<file path="src/sv/rtcd_pkg.sv">
`default_nettype none

package rtcd_pkg;

   // one raw clock reading
   typedef struct packed {
      logic [6:0] seconds_bcd;
      logic [6:0] minutes_bcd;
      logic [5:0] hours_bcd;
      logic [5:0] day_bcd;
      logic [4:0] month_bcd;
      logic [7:0] year_bcd;
      logic [2:0] weekday;
   } req_type;

   // one display symbol
   typedef struct packed {
      logic [5:0] symbol;
      logic       last;
   } rsp_type;

   // zone-adjusted binary time, passed from front to back
   typedef struct packed {
      logic [5:0] hour;
      logic [6:0] minute;
      logic [6:0] second;
      logic [5:0] day;
      logic [4:0] month;
      logic [6:0] year;
      logic [2:0] weekday;
   } stamp_type;

   localparam logic [5:0] SEP_CODE = 6'd36;
   localparam logic [5:0] END_CODE = 6'd37;
   localparam logic [5:0] D_CODE   = 6'd13;
   localparam logic [5:0] W_CODE   = 6'd32;

   localparam logic [7:0] HOURS_PER_DAY   = 8'd24;
   localparam logic [6:0] DAYS_PER_MONTH  = 7'd31;
   localparam logic [5:0] MONTHS_PER_YEAR = 6'd12;
   localparam logic [7:0] YEARS_PER_CENT  = 8'd100;
   localparam logic [6:0] LAST_YEAR       = 7'd99;
   localparam logic [2:0] LAST_WEEKDAY    = 3'd6;
   localparam logic [2:0] WEEKDAY_SEVEN   = 3'd7;

   // symbol groups in output order
   localparam logic [2:0] FIELD_HOUR   = 3'd0;
   localparam logic [2:0] FIELD_MINUTE = 3'd1;
   localparam logic [2:0] FIELD_SECOND = 3'd2;
   localparam logic [2:0] FIELD_DAY    = 3'd3;
   localparam logic [2:0] FIELD_MONTH  = 3'd4;
   localparam logic [2:0] FIELD_YEAR   = 3'd5;
   localparam logic [2:0] FIELD_TAIL   = 3'd6;

   // position within a two-digit group
   localparam logic [1:0] POS_TENS  = 2'd0;
   localparam logic [1:0] POS_UNITS = 2'd1;
   localparam logic [1:0] POS_SEP   = 2'd2;

   // position within the tail group
   localparam logic [1:0] TAIL_D    = 2'd0;
   localparam logic [1:0] TAIL_W    = 2'd1;
   localparam logic [1:0] TAIL_WDAY = 2'd2;
   localparam logic [1:0] TAIL_END  = 2'd3;

   localparam int         QUEUE_DEPTH = 2;
   localparam logic [1:0] QUEUE_FULL_COUNT = 2'(QUEUE_DEPTH);

   // tens nibble times ten plus units nibble, digits taken at face value
   function automatic logic [7:0] bcd_to_bin(input logic [7:0] raw);
      return {4'b0000, raw[7:4]} * 8'd10 + {4'b0000, raw[3:0]};
   endfunction

   // quotient by ten through a reciprocal, exact for all 7-bit values
   function automatic logic [3:0] div10(input logic [6:0] v);
      logic [14:0] prod;
      prod = {8'b0, v} * 15'd205;
      return prod[14:11];
   endfunction

endpackage

`default_nettype wire

</file>
<file path="src/sv/rtcd_front.sv">
`default_nettype none

module rtcd_front (
   input  wire logic                clock,
   input  wire logic                reset,
   input  wire logic [4:0]          tz_offset,
   input  wire logic                push,
   input  wire rtcd_pkg::req_type   req_data,
   output logic                     full,
   output logic                     q_push,
   output rtcd_pkg::stamp_type      q_data,
   input  wire logic                q_full
);

   logic       stage_valid_ff, stage_valid_in;
   logic [6:0] sec_ff, sec_in;
   logic [6:0] min_ff, min_in;
   logic [5:0] hr_ff, hr_in;
   logic [5:0] day_ff, day_in;
   logic [4:0] mon_ff, mon_in;
   logic [6:0] yr_ff, yr_in;
   logic [2:0] wd_ff, wd_in;
   logic       accept;

   logic [7:0] sec_bin, min_bin, hr_bin, day_bin, mon_bin, yr_bin, yr_red;

   assign full   = stage_valid_ff && q_full;
   assign accept = push && !full;
   assign q_push = stage_valid_ff && !q_full;

   // bcd to binary on the way in
   always_comb begin
      sec_bin = rtcd_pkg::bcd_to_bin({1'b0, req_data.seconds_bcd});
      min_bin = rtcd_pkg::bcd_to_bin({1'b0, req_data.minutes_bcd});
      hr_bin  = rtcd_pkg::bcd_to_bin({2'b00, req_data.hours_bcd});
      day_bin = rtcd_pkg::bcd_to_bin({2'b00, req_data.day_bcd});
      mon_bin = rtcd_pkg::bcd_to_bin({3'b000, req_data.month_bcd});
      yr_bin  = rtcd_pkg::bcd_to_bin(req_data.year_bcd);
      yr_red  = (yr_bin >= rtcd_pkg::YEARS_PER_CENT) ? yr_bin - rtcd_pkg::YEARS_PER_CENT
                                                     : yr_bin;
      sec_in  = sec_bin[6:0];
      min_in  = min_bin[6:0];
      hr_in   = hr_bin[5:0];
      day_in  = day_bin[5:0];
      mon_in  = mon_bin[4:0];
      yr_in   = yr_red[6:0];
      wd_in   = req_data.weekday;
      if (accept) begin
         stage_valid_in = 1'b1;
      end else if (q_push) begin
         stage_valid_in = 1'b0;
      end else begin
         stage_valid_in = stage_valid_ff;
      end
   end

   always_ff @(posedge clock) begin
      if (reset) begin
         stage_valid_ff <= 1'b0;
      end else begin
         stage_valid_ff <= stage_valid_in;
      end
   end

   always_ff @(posedge clock) begin
      if (accept) begin
         sec_ff <= sec_in;
         min_ff <= min_in;
         hr_ff  <= hr_in;
         day_ff <= day_in;
         mon_ff <= mon_in;
         yr_ff  <= yr_in;
         wd_ff  <= wd_in;
      end
   end

   // zone shift with borrow or carry through day, month, year, weekday
   logic [7:0] adj;
   logic       borrow, carry;
   logic [7:0] hour_sum;
   logic [6:0] day_next;
   logic [5:0] mon_next;

   always_comb begin
      adj      = {2'b00, hr_ff} + {{3{tz_offset[4]}}, tz_offset};
      borrow   = adj[7];
      carry    = !adj[7] && (adj >= rtcd_pkg::HOURS_PER_DAY);
      day_next = {1'b0, day_ff} + 7'd1;
      mon_next = {1'b0, mon_ff} + 6'd1;

      q_data.minute = min_ff;
      q_data.second = sec_ff;
      q_data.day    = day_ff;
      q_data.month  = mon_ff;
      q_data.year   = yr_ff;
      q_data.weekday = wd_ff;

      priority if (borrow) begin
         hour_sum = adj + rtcd_pkg::HOURS_PER_DAY;
         if (day_ff <= 6'd1) begin
            q_data.day = rtcd_pkg::DAYS_PER_MONTH[5:0];
            if (mon_ff <= 5'd1) begin
               q_data.month = rtcd_pkg::MONTHS_PER_YEAR[4:0];
               q_data.year  = (yr_ff == 7'd0) ? rtcd_pkg::LAST_YEAR : yr_ff - 7'd1;
            end else begin
               q_data.month = mon_ff - 5'd1;
            end
         end else begin
            q_data.day = day_ff - 6'd1;
         end
         q_data.weekday = (wd_ff == 3'd0) ? rtcd_pkg::LAST_WEEKDAY : wd_ff - 3'd1;
      end else if (carry) begin
         hour_sum = adj - rtcd_pkg::HOURS_PER_DAY;
         if (day_next > rtcd_pkg::DAYS_PER_MONTH) begin
            q_data.day = 6'd1;
            if (mon_next > rtcd_pkg::MONTHS_PER_YEAR) begin
               q_data.month = 5'd1;
               q_data.year  = (yr_ff == rtcd_pkg::LAST_YEAR) ? 7'd0 : yr_ff + 7'd1;
            end else begin
               q_data.month = mon_next[4:0];
            end
         end else begin
            q_data.day = day_next[5:0];
         end
         // seven wraps to one, six to zero
         if (wd_ff == rtcd_pkg::WEEKDAY_SEVEN) begin
            q_data.weekday = 3'd1;
         end else if (wd_ff == rtcd_pkg::LAST_WEEKDAY) begin
            q_data.weekday = 3'd0;
         end else begin
            q_data.weekday = wd_ff + 3'd1;
         end
      end else begin
         hour_sum = adj;
      end
      q_data.hour = hour_sum[5:0];
   end

endmodule

`default_nettype wire

</file>
<file path="src/sv/rtcd_queue.sv">
`default_nettype none

module rtcd_queue (
   input  wire logic                clock,
   input  wire logic                reset,
   input  wire logic                wr_en,
   input  wire rtcd_pkg::stamp_type wr_data,
   output logic                     is_full,
   output logic                     not_empty,
   input  wire logic                rd_en,
   output rtcd_pkg::stamp_type      rd_data
);

   rtcd_pkg::stamp_type entry_ff [rtcd_pkg::QUEUE_DEPTH];
   logic       wr_ptr_ff, wr_ptr_in;
   logic       rd_ptr_ff, rd_ptr_in;
   logic [1:0] count_ff, count_in;

   assign is_full   = (count_ff == rtcd_pkg::QUEUE_FULL_COUNT);
   assign not_empty = (count_ff != 2'd0);
   assign rd_data   = entry_ff[rd_ptr_ff];

   always_comb begin
      wr_ptr_in = wr_en ? ~wr_ptr_ff : wr_ptr_ff;
      rd_ptr_in = rd_en ? ~rd_ptr_ff : rd_ptr_ff;
      count_in  = count_ff + {1'b0, wr_en} - {1'b0, rd_en};
   end

   always_ff @(posedge clock) begin
      if (reset) begin
         wr_ptr_ff <= 1'b0;
         rd_ptr_ff <= 1'b0;
         count_ff  <= 2'd0;
      end else begin
         wr_ptr_ff <= wr_ptr_in;
         rd_ptr_ff <= rd_ptr_in;
         count_ff  <= count_in;
      end
   end

   always_ff @(posedge clock) begin
      if (wr_en) begin
         entry_ff[wr_ptr_ff] <= wr_data;
      end
   end

   a_no_overflow: assert property (@(posedge clock) disable iff (reset)
      is_full |-> !wr_en)
      else $error("queue written while full");

   a_no_underflow: assert property (@(posedge clock) disable iff (reset)
      !not_empty |-> !rd_en)
      else $error("queue read while empty");

   a_count_bound: assert property (@(posedge clock) disable iff (reset)
      count_ff <= rtcd_pkg::QUEUE_FULL_COUNT)
      else $error("queue count out of range");

endmodule

`default_nettype wire

</file>
<file path="src/sv/rtcd_back.sv">
`default_nettype none

module rtcd_back (
   input  wire logic                clock,
   input  wire logic                reset,
   input  wire logic                q_valid,
   input  wire rtcd_pkg::stamp_type q_data,
   output logic                     q_pop,
   input  wire logic                pop,
   output logic                     empty,
   output rtcd_pkg::rsp_type        rsp_data
);

   logic [2:0] field_ff, field_in;
   logic [1:0] pos_ff, pos_in;
   logic       valid_ff, valid_in;
   rtcd_pkg::rsp_type out_ff, out_in;

   logic       advance;
   logic       last_sel;
   logic [6:0] value;
   logic [3:0] tens;
   logic [6:0] tens_x10;
   logic [6:0] units;

   assign empty    = !valid_ff;
   assign rsp_data = out_ff;
   assign advance  = q_valid && (!valid_ff || pop);
   assign last_sel = (field_ff == rtcd_pkg::FIELD_TAIL) && (pos_ff == rtcd_pkg::TAIL_END);
   assign q_pop    = advance && last_sel;

   always_comb begin
      unique case (field_ff)
         rtcd_pkg::FIELD_HOUR:   value = {1'b0, q_data.hour};
         rtcd_pkg::FIELD_MINUTE: value = q_data.minute;
         rtcd_pkg::FIELD_SECOND: value = q_data.second;
         rtcd_pkg::FIELD_DAY:    value = {1'b0, q_data.day};
         rtcd_pkg::FIELD_MONTH:  value = {2'b00, q_data.month};
         rtcd_pkg::FIELD_YEAR:   value = q_data.year;
         default:                value = 7'd0;
      endcase
      tens     = rtcd_pkg::div10(value);
      tens_x10 = {3'b000, tens} * 7'd10;
      units    = value - tens_x10;

      out_in.last = last_sel;
      if (field_ff == rtcd_pkg::FIELD_TAIL) begin
         unique case (pos_ff)
            rtcd_pkg::TAIL_D:    out_in.symbol = rtcd_pkg::D_CODE;
            rtcd_pkg::TAIL_W:    out_in.symbol = rtcd_pkg::W_CODE;
            rtcd_pkg::TAIL_WDAY: out_in.symbol = {3'b000, q_data.weekday};
            default:             out_in.symbol = rtcd_pkg::END_CODE;
         endcase
      end else begin
         unique case (pos_ff)
            rtcd_pkg::POS_TENS:  out_in.symbol = {2'b00, tens};
            rtcd_pkg::POS_UNITS: out_in.symbol = {2'b00, units[3:0]};
            default:             out_in.symbol = rtcd_pkg::SEP_CODE;
         endcase
      end

      field_in = field_ff;
      pos_in   = pos_ff;
      if (advance) begin
         if (last_sel) begin
            field_in = rtcd_pkg::FIELD_HOUR;
            pos_in   = rtcd_pkg::POS_TENS;
         end else if (field_ff != rtcd_pkg::FIELD_TAIL && pos_ff == rtcd_pkg::POS_SEP) begin
            field_in = field_ff + 3'd1;
            pos_in   = rtcd_pkg::POS_TENS;
         end else begin
            pos_in   = pos_ff + 2'd1;
         end
      end

      if (advance) begin
         valid_in = 1'b1;
      end else if (pop) begin
         valid_in = 1'b0;
      end else begin
         valid_in = valid_ff;
      end
   end

   always_ff @(posedge clock) begin
      if (reset) begin
         field_ff <= rtcd_pkg::FIELD_HOUR;
         pos_ff   <= rtcd_pkg::POS_TENS;
         valid_ff <= 1'b0;
      end else begin
         field_ff <= field_in;
         pos_ff   <= pos_in;
         valid_ff <= valid_in;
      end
   end

   always_ff @(posedge clock) begin
      if (advance) begin
         out_ff <= out_in;
      end
   end

   a_restart_after_last: assert property (@(posedge clock) disable iff (reset)
      q_pop |=> (field_ff == rtcd_pkg::FIELD_HOUR) && (pos_ff == rtcd_pkg::POS_TENS))
      else $error("sequencer did not restart after end symbol");

endmodule

`default_nettype wire

</file>
<file path="src/sv/rtc_time_zone_display_digits.sv">
// Formats one raw real-time-clock reading (bcd seconds, minutes, hours, day,
// month, two-digit year and a binary weekday) into 22 display symbols:
// hh : mm : ss : dd : mo : yy : D W weekday end, where ':' is code 36, D is 13,
// W is 32 and end is 37 with last set. The hour is shifted by the signed
// time-zone register (csr_write_data, 5 bits two's complement), borrowing from
// or carrying into day, weekday, month and year; every month counts 31 days and
// the year wraps within 0..99. Both sides look like a queue: a reading goes in
// on push while full is low, a symbol leaves on pop while empty is low. Each
// reading gives 22 output symbols, one per cycle while pop keeps up, set by
// the symbol sequencer in the back end; the front end converts and shifts the
// next reading meanwhile and parks up to two finished readings in a queue, so
// readings stream back to back with no gaps between their symbol runs. A
// reading passes the front-end input stage, the queue and the output
// register. Write the time-zone register only while no reading is in flight.
`default_nettype none

module rtc_time_zone_display_digits (
   input  wire logic              clock,
   input  wire logic              reset,
   // input channel
   input  wire logic              push,
   input  wire rtcd_pkg::req_type req_data,
   output logic                   full,
   // result channel
   output logic                   empty,
   input  wire logic              pop,
   output rtcd_pkg::rsp_type      rsp_data,
   // time-zone register
   input  wire logic              csr_write_en,
   input  wire logic [4:0]        csr_write_data
);

   // time-zone offset in hours, two's complement
   logic [4:0] tz_offset_ff, tz_offset_in;

   // front to queue
   logic                q_push;
   logic                q_full;
   rtcd_pkg::stamp_type q_wr_data;
   // queue to back
   logic                q_valid;
   logic                q_pop;
   rtcd_pkg::stamp_type q_rd_data;

   assign tz_offset_in = csr_write_en ? csr_write_data : tz_offset_ff;

   always_ff @(posedge clock) begin
      if (reset) begin
         tz_offset_ff <= 5'd0;
      end else begin
         tz_offset_ff <= tz_offset_in;
      end
   end

   // bcd conversion and zone shift, one reading held in its input stage
   rtcd_front u_front (
      .clock     (clock),
      .reset     (reset),
      .tz_offset (tz_offset_ff),
      .push      (push),
      .req_data  (req_data),
      .full      (full),
      .q_push    (q_push),
      .q_data    (q_wr_data),
      .q_full    (q_full)
   );

   // two finished readings decouple conversion from symbol output
   rtcd_queue u_queue (
      .clock     (clock),
      .reset     (reset),
      .wr_en     (q_push),
      .wr_data   (q_wr_data),
      .is_full   (q_full),
      .not_empty (q_valid),
      .rd_en     (q_pop),
      .rd_data   (q_rd_data)
   );

   // symbol sequencer, registered output, one transfer per cycle while popped
   rtcd_back u_back (
      .clock    (clock),
      .reset    (reset),
      .q_valid  (q_valid),
      .q_data   (q_rd_data),
      .q_pop    (q_pop),
      .pop      (pop),
      .empty    (empty),
      .rsp_data (rsp_data)
   );

endmodule

`default_nettype wire
</file>
<file path="config.mk">
export PLATFORM = sky130hd
export DESIGN_NAME = rtc_time_zone_display_digits
export DESIGN_NICKNAME = d
export VERILOG_FILES = /design/src/sv/rtcd_pkg.sv /design/src/sv/rtcd_front.sv /design/src/sv/rtcd_queue.sv /design/src/sv/rtcd_back.sv /design/src/sv/rtc_time_zone_display_digits.sv
export SDC_FILE = /design/constraint.sdc
export NUM_CORES = 1
export LEC_CHECK = 0
export BUFFER_PORTS_ARGS = -buffer_cell sky130_fd_sc_hd__buf_2
export CAP_MARGIN = 30
export CORE_MARGIN = 5
export CORE_UTILIZATION = 39
export DETAILED_ROUTE_END_ITERATION = 16
export HOLD_SLACK_MARGIN = 0.15
export SYNTH_ARGS = -nofsm -noshare
export SYNTH_HDL_FRONTEND = slang
export SYNTH_SLANG_ARGS = --single-unit
</file>
<file path="constraint.sdc">
create_clock -name clock -period 8.35 [get_ports clock]
set_input_delay 1.67 -clock clock [delete_from_list [all_inputs] [get_ports clock]]
set_output_delay 1.67 -clock clock [all_outputs]
set_load 0.005 [all_outputs]
</file>
Word-level counts from Yosys, hierarchy flattened
Memories as Yosys holds them, arrays and structs flattened. A register that Yosys moved wholly into a read port is not among the register bits. Cells that the tools add are included.

Latch bits: 0. Bits in writable memories: 82. Register bits after elaboration: 64. Output and inout bits: 9. Input port bits: 52. Word-level logic and storage cells: 127. Memory bits (read-only): 0. Memories: 1.

Memory list: u_queue.entry_ff (words 2, width 41, rd ports 1, clocked after memory_dff 1, write ports 1, RTL line rtcd_queue.sv:14) `rtcd_pkg::stamp_type entry_ff [rtcd_pkg::QUEUE_DEPTH];`.

Add/sub/neg operators: 23. Multiply operators: 8. Eq/ne operators: 14. Reduce and logical (&&, ||, !) cells: 22. Bitwise operators: 2. Order comparisons: 6. Shift operators: 0. Divide/modulo/power cells: 0. Multiplexer cells: 34.

Operators with widths (count): $mux 21 (2); $pmux 7 s6 (1); $mux 7 (5); $mux 6 (5); $mux 12 (2); $pmux 6 s3 (1); $eq 3x3->1 const B (5); $mul 7x8->15 const B (1); $mux 3 (5); $add 7x4->7 (2); $add 6x4->6 (2); $mul 3x3->6 const B (2); $pmux 6 s2 (1); $mul 2x3->5 const B (2); $mux 5 (2); $add 7x5->8 (1); $add 8x4->8 (1); $ge 8x5->1 const B (1); $ge 8x7->1 const B (1); $logic_and 1x1->1 (8); $mux 1 (8); $reduce_bool 2->1 (4); $add 6x1->7 const B (1); $add 7x1->7 const B (1); other kinds (35) (45).

Depth between registers and ports, before layout
Gate-level depths: netlist of run 1.

Depth in word-level cells: 7. Gate-level depth with buffers: 28.

Cells and area by module
From an unflattened synthesis of run 1, not the netlist that was laid out.

Cells, all modules: 859. Area total of the unflattened synthesis: 9835.7 um^2.

Modules (own cells, without submodules): rtcd_front (times used 1, seq. area each 1251.2 um^2, area each 4354.2 um^2, cells an instance 477); rtcd_queue (times used 1, seq. area each 2562.5 um^2, area each 3384.5 um^2, cells an instance 149); rtcd_back (times used 1, seq. area each 300.3 um^2, area each 1916.8 um^2, cells an instance 217); rtc_time_zone_display_digits (times used 1, seq. area each 100.1 um^2, area each 180.2 um^2, cells an instance 16).

Worst setup path before layout of run 1
OpenSTA, ideal clock, no wires.

Path type: register to register. Start: register (tool-made name). End: register u_back.out_ff (netlist bit u_back.rsp_data[4]) (data pin). Arrival: 6.100 ns. Data required time: 8.170 ns. Cell stages (with the launch flop): 26. Clock period less this slack: 6.280 ns. Buffers on the path: 4. Setup slack: 2.070 ns. Path through: dfxtp_1 > buf_6 > buf_6 > buf_2 > clkbuf_1 > mux2i_1 > o22ai_1 > a221oi_1 > inv_1 > ha_1 > fa_1 > fa_1 > ha_1 > ha_1 > nand2_1 > o21ai_1 > mux2i_1 > o311ai_0 > nor3_4 > ha_1 > inv_1 > fa_1 > xor2_1 > xnor2_1 > or4_1 > o311ai_1.

RTL lines: end signal: assignment (RTL line rtcd_back.sv:99) `out_ff <= out_in;`; end: declaration (RTL line rtcd_back.sv:17) `rtcd_pkg::rsp_type out_ff, out_in;`.

==> flow_summary.json, run 1 <==
{
  "die_area_um2": 26520,
  "fin_crit_ns": 6.820,
  "finalSetupViolations": 0,
  "synth.area.top_cells": "edfxtp_1 43%, ha_1 13%, dfxtp_1 3.7%",
  "synthesis.nets": 964,
  "grt_use_total": 0.1395,
  "die_y_um": 162.8,
  "routedWlPerCell_um": 14.88,
  "ios": 61,
  "dp_hpwl_um": 13170,
  "met3_usage": 0.03037,
  "cts_resized": 0,
  "n_antenna_cell": 0,
  "final_nets": 1018,
  "rows": 56,
  "met1_usage": 0.1839,
  "status": "complete, no violations",
  "ys_seq_area_frac": 0.4626,
  "yosys.area.top_type": "edfxtp_1",
  "grt_pass1_vias": 5937,
  "maxCapViolations": 0,
  "maxSlewHeadroom": 0.4391,
  "ir_drop_mv": 0.1387,
  "crit_chain": "inv_1, ha_1, inv_1, o22ai_1, a221oi_1, inv_1, ha_1, fa_1, fa_1, ha_1, ha_1, nand2_1, o21ai_1, mux2i_1, o311ai_0, nor3_4, ha_1, inv_1, fa_1, xor2_1, xnor2_1, or4_1, o311ai_1",
  "drv_slew": 0,
  "cts_sinks": 146,
  "met2_usage": 0.2349,
  "cts_tree": "done",
  "globalRouteOverflowTotal": 0,
  "cts_setup_buffers": 0,
  "max_freq_ghz": 0.1466,
  "path_class": "register to register",
  "synth_edf_count": 129,
  "ys_async_sr_fraction": 0,
  "hold_path_class": "register to register",
  "synth_cells": 800,
  "grt_antenna_before_repair": 0,
  "ctsRootBufferMaster": "clkbuf_16",
  "vias": 6088,
  "place_congestion": 0.8671,
  "ys_ff_latch": 146,
  "finalSetupTns_ns": 0,
  "drtIter0Drc": 588,
  "drtAntennaViolNets": 0,
  "worstPathMaxFanout": 19,
  "port_buffers": 59,
  "insertion_delay_ns": 0.42,
  "grt_max_degree": 42,
  "tightest_slew_ns": 0.8414,
  "period_share": 0.8168,
  "core_region_area_um2": 23260,
  "cp.required_ns": 8.59,
  "netlist_area_um2": 9110,
  "fp.dieW_um": 162.8,
  "grt_pass1_wl_um": 29750,
  "synthFlopType": "edfxtp_1",
  "power_leakage_nw": 4.191,
  "initial_core_util": 0.3916,
  "drt_pass1_iterations": 5,
  "cp_common_cell": "ha_1",
  "ys_types": 75,
  "synth.top_cells.by_count": "129 x edfxtp_1, 96 x ha_1, 74 x inv_1",
  "max_stage_delay_ns": 0.82,
  "p_per_area_nw_per_um2": 229.4,
  "cp-start-kind": "register",
  "htree_levels": 4,
  "ys.warnings.count": 0,
  "cp.arrival_ns": 7.06,
  "cts_buffer_depth": 2,
  "rsz0062_at_grt": "false",
  "vias_per_cell": 5.133,
  "drive_gt1_frac": 0.1430,
  "synth_top_cell_area_share": 0.4252,
  "cts_hold_buf": 0,
  "fin_cells": 1186,
  "drc": 0,
  "synth.most_common_cell": "edfxtp_1",
  "gr-max-usage-layer": "met2",
  "area_growth_pct": 13.84,
  "avgSynthCellArea_um2": 11.39,
  "hold_viol_final": 0,
  "worst_setup_path_end_kind": "register",
  "wl_um": 17650,
  "fin_skew_ns": 0.009112,
  "numCtsBuffers": 17,
  "dp_cells": 1154,
  "cp_slowest_cell": "dfxtp_1",
  "clkTransAtPathRegs_ns": 0.07
}
metrics by stage:
step           power (mW)  worst slack (ns)  hold WS (ns)  cell area (um^2)  utilization
2_1_floorplan       1.416             2.070        0.4215              9110            -
3_3_place_gp        1.572             1.688        0.4249              9713       0.4175
3_5_place_dp        1.595             1.531        0.4311              9752       0.4192
4_1_cts             2.402             1.494        0.4428             10370       0.4458
5_1_grt             2.531             1.123        0.4447             10370       0.4458
6_report            2.379             1.530        0.4409             10370       0.4458
path summary, 6_finish.rpt:
| check | start | to | slack (ns) | cells after the start |
|---|---|---|---|---|
| setup / recovery | u_back.field_ff[2] | u_back.rsp_data[4] | 1.53 | 23 |
| hold / removal | u_front.sec_ff[3] | u_queue.entry_ff[0][24] | 0.44 | 0 |
| hold reg to reg | u_front.sec_ff[3] | u_queue.entry_ff[0][24] | 0.44 | 0 |
| setup reg to reg | u_back.field_ff[2] | u_back.rsp_data[4] | 1.53 | 23 |
registers in the layout (all words and copies together) (netlist names), 2 cells and up, named ones only:
register / cells
u_front.sec_ff: 7
u_back.field_ff: 3
u_front.min_ff: 7
u_front.mon_ff: 5
u_queue.count_ff: 2
u_queue.entry_ff: 82
u_front.hr_ff: 6
u_front.wd_ff: 3
u_back.pos_ff: 2
tz_offset_ff: 5
u_back.rsp_data: 6
u_front.yr_ff: 7
u_front.day_ff: 6
cells by family (layout without fill, tap and decap cells):
| kind of cell | count (synthesis) | after routing | synth area share |
|---|---|---|---|
| mux | 39 | 39 | 0.05315 |
| xor+xnor | 45 | 45 | 0.04409 |
| compound gates | 156 | 156 | 0.1183 |
| buf+inv | 106 | 173 | 0.04656 |
| fa+ha+maj | 112 | 112 | 0.1670 |
| other cells | 1 | 1 | 0.0004116 |
| simple gates | 195 | 195 | 0.1080 |
| flops | 146 | 146 | 0.4626 |
layout by cell type, fill, tap and decap left out, types with 4 or more instances in the layout:
master	n
xor2_1	16
a211o_1	4
inv_6	6
o311ai_1	4
nor2b_1	11
nand3_1	15
o21a_1	4
nand2b_1	10
o22ai_1	9
a21oi_1	36
ha_1	96
mux4_2	7
a21o_1	11
a211oi_1	4
a31oi_1	6
dfxtp_1	16
and3_1	12
o31ai_1	8
mux2i_1	27
nor3_1	17
and2_1	5
buf_2	59
inv_1	74
o21ai_0	18
o21ai_1	10
edfxtp_1	129
fa_1	16
buf_4	6
nand2_1	40
or4_1	5
xnor2_1	28
nor2_1	56
a221o_1	4
clkbuf_16	17
cell type report:
cell class | instances | area, um^2
Fill cell | 2217 | 12890
Multi-Input combinational cell | 548 | 4488
Sequential cell | 146 | 4215
Clock buffer | 17 | 425.4
Tap cell | 319 | 399.1
Timing Repair Buffer | 67 | 371.6
Inverter | 74 | 277.8
Clock inverter | 15 | 193.9
report_power, final:
group          internal [mW]  leakage, nW  switching (mW)
combinational          0.277         2.54           0.369
clock                  0.479        0.301           0.319
sequential             0.894         1.35          0.0411
layer usage:
metal	vias to the layer above	routed length, um
met1	2907	8222
met5	-	0
li1	3044	-
met4	0	198
met3	19	656
met2	118	8574
worst max-delay path: cells and delay by family, from the launching register on:
family / cells / cell delay [ns]
AOI/OAI and AO/OA: 5 / 1.16
xor gates and xnor gates: 2 / 0.34
adders and majority gates: 8 / 2.79
buffers and inverters: 4 / 0.53
DFF: 1 / 0.82
muxes: 1 / 0.21
and+or+nand+nor: 3 / 0.76
Note: power is estimated with default switching activity, not from simulation.
==> inputs of run 2 (changes only) <==
==> constraint.sdc (replaced) <==
create_clock -name clock -period 7.1 [get_ports clock]
set_input_delay 1.42 -clock clock [delete_from_list [all_inputs] [get_ports clock]]
set_output_delay 1.42 -clock clock [all_outputs]
set_load 0.005 [all_outputs]
==> run 2 against run 1 <==
  * Combinational power up 15%
  * Maximum frequency up 4.3%
  * Global-route usage down 0.50 points
  * Clock power up 11%
  * Cell count about the same
  * Power up 15%
  * Die area unchanged
  * Sequential share of layout area up 0.14 points
  * Sequential power up 18%
  * Worst hold slack better by 0.0053 ns
  * Largest cell class unchanged
  * Worst setup slack worse by 0.97 ns
  * Core utilization down 0.15 points
==> flow_summary.json, run 2 (synthesized netlist as in run 1, its figures left out) <==
{
  "cp.arrival_ns": 6.77,
  "mostFrequentLayoutCell": "edfxtp_1",
  "drv_slew": 0,
  "period_share": 0.9207,
  "vias": 6053,
  "dp_hpwl_um": 13020,
  "area_growth_pct": 13.46,
  "drtAntennaViolNets": 0,
  "cp_common_cell": "ha_1",
  "crit_chain": "buf_4, mux2i_1, o22ai_1, a211oi_2, inv_1, ha_1, fa_1, fa_1, ha_1, ha_1, nand2_1, o21ai_1, mux2i_1, o311ai_0, nor3_4, ha_1, inv_1, fa_1, xor2_1, xnor2_1, or4_1, o311ai_1",
  "grt_pass1_vias": 5917,
  "path_class": "register to register",
  "tightest_slew_ns": 0.9532,
  "die_area_um2": 26520,
  "wl_um": 17200,
  "hold_viol_final": 0,
  "ios": 61,
  "fp.dieW_um": 162.8,
  "n_antenna_cell": 0,
  "routedWlPerCell_um": 14.49,
  "grt_use_total": 0.1345,
  "power_leakage_nw": 4.179,
  "drt_pass1_iterations": 5,
  "finalSetupViolations": 0,
  "die_y_um": 162.8,
  "holdCritStartpoint": "u_front.sec_ff[1]",
  "cts_sinks": 146,
  "grt_pass1_wl_um": 28600,
  "grt_max_degree": 42,
  "finalSetupTns_ns": 0,
  "layout_common_cells": "129 x edfxtp_1, 96 x ha_1, 74 x inv_1",
  "top_register": "u_queue.entry_ff",
  "worst_setup_path_end_kind": "register",
  "maxSlewHeadroom": 0.3645,
  "insertion_delay_ns": 0.41,
  "fin_hold_ws_ns": 0.4462,
  "cts_resized": 0,
  "numCtsBuffers": 17,
  "port_buffers": 59,
  "final_nets": 1019,
  "largest_reg_flops": 82,
  "cts_hold_buf": 0,
  "fin_skew_ns": 0.006772,
  "vias_per_cell": 5.099,
  "max_freq_ghz": 0.1530,
  "cp_slowest_cell": "dfxtp_2",
  "htree_levels": 4,
  "grt_antenna_before_repair": 0,
  "ir_drop_mv": 0.1580,
  "cts_tree": "done",
  "globalRouteOverflowTotal": 0,
  "worstPathMaxFanout": 19,
  "cp-start-kind": "register",
  "ctsRootBufferMaster": "clkbuf_16",
  "core_region_area_um2": 23260,
  "rr_worst_depth": 22,
  "fin_crit_ns": 6.537,
  "crit_family": "adder cells",
  "rows": 56,
  "place_congestion": 0.8294,
  "max_stage_delay_ns": 0.60,
  "maxCapViolations": 0,
  "status": "complete, no violations",
  "cts_setup_buffers": 0,
  "drtIter0Drc": 359,
  "clkTransAtPathRegs_ns": 0.06,
  "drc": 0,
  "cp.required_ns": 7.34,
  "p_per_area_nw_per_um2": 264.1,
  "initial_core_util": 0.3916,
  "path_buf_inv": 3,
  "ff2ff_setup_slack_ns": 0.56,
  "drive_gt1_frac": 0.1429,
  "hold_path_class": "register to register",
  "p_total_mw": 2.729,
  "whs_path_depth": 0,
  "cp.depth": 22,
  "cts_buffer_depth": 2,
  "rsz0062_at_grt": "false"
}
[run 2: cell count changes in the layout (fill, tap and decap cells not counted), moves of 2 or more]
| cell | delta |
|---|---|
| buf_4 | +3 |
| clkbuf_1 | +2 |
| clkinv_2 | +4 |
| inv_6 | -4 |
| inv_8 | -2 |
[run 2: worst paths after layout]
| kind | endpoint |
|---|---|
| setup / recovery | u_back.rsp_data[4] |
| hold / removal | u_queue.entry_ff[1][22] |
| setup reg to reg | u_back.rsp_data[4] |
| hold reg to reg | u_queue.entry_ff[1][22] |
[run 2: layout make-up]
class / count / area, um^2
fillers: 2192 / 12930
multi-input cells: 548 / 4488
flip-flops and latches: 146 / 4215
clock buffers: 19 / 432.9
well taps: 319 / 399.1
repair buffers: 68 / 362.8
inverters: 74 / 277.8
clock inverters: 13 / 160.2
[run 2: stage by stage]
| stage | util | setup WS (ns) | area (um^2) | cells |
|---|---|---|---|---|
| floorplan | - | 0.8204 | 9110 | 800 |
| global placement | 0.4182 | 0.6899 | 9728 | 1153 |
| detailed placement | 0.4188 | 0.5316 | 9743 | 1155 |
| CTS | 0.4443 | 0.5208 | 10340 | 1187 |
| global route | 0.4443 | 0.1282 | 10340 | 1187 |
| finish | 0.4443 | 0.5634 | 10340 | 1187 |
[run 2: per-layer routing]
metal / routed length (um) / vias to the layer above / track usage / share of wire
li1: - / 3043 / - / -
met3: 692 / 25 / 0.03240 / 0.040
met4: 230 / 0 / 0.03965 / 0.013
met2: 8402 / 121 / 0.2242 / 0.49
met5: 0 / - / 0 / 0
met1: 7875 / 2864 / 0.1748 / 0.46
[run 2: power by group]
| part | switching, mW | total, mW | internal [mW] |
|---|---|---|---|
| sequential | 0.0493 | 1.10 | 1.05 |
| combinational | 0.420 | 0.740 | 0.321 |
| clock | 0.336 | 0.888 | 0.552 |
| total | 0.805 | 2.73 | 1.92 |
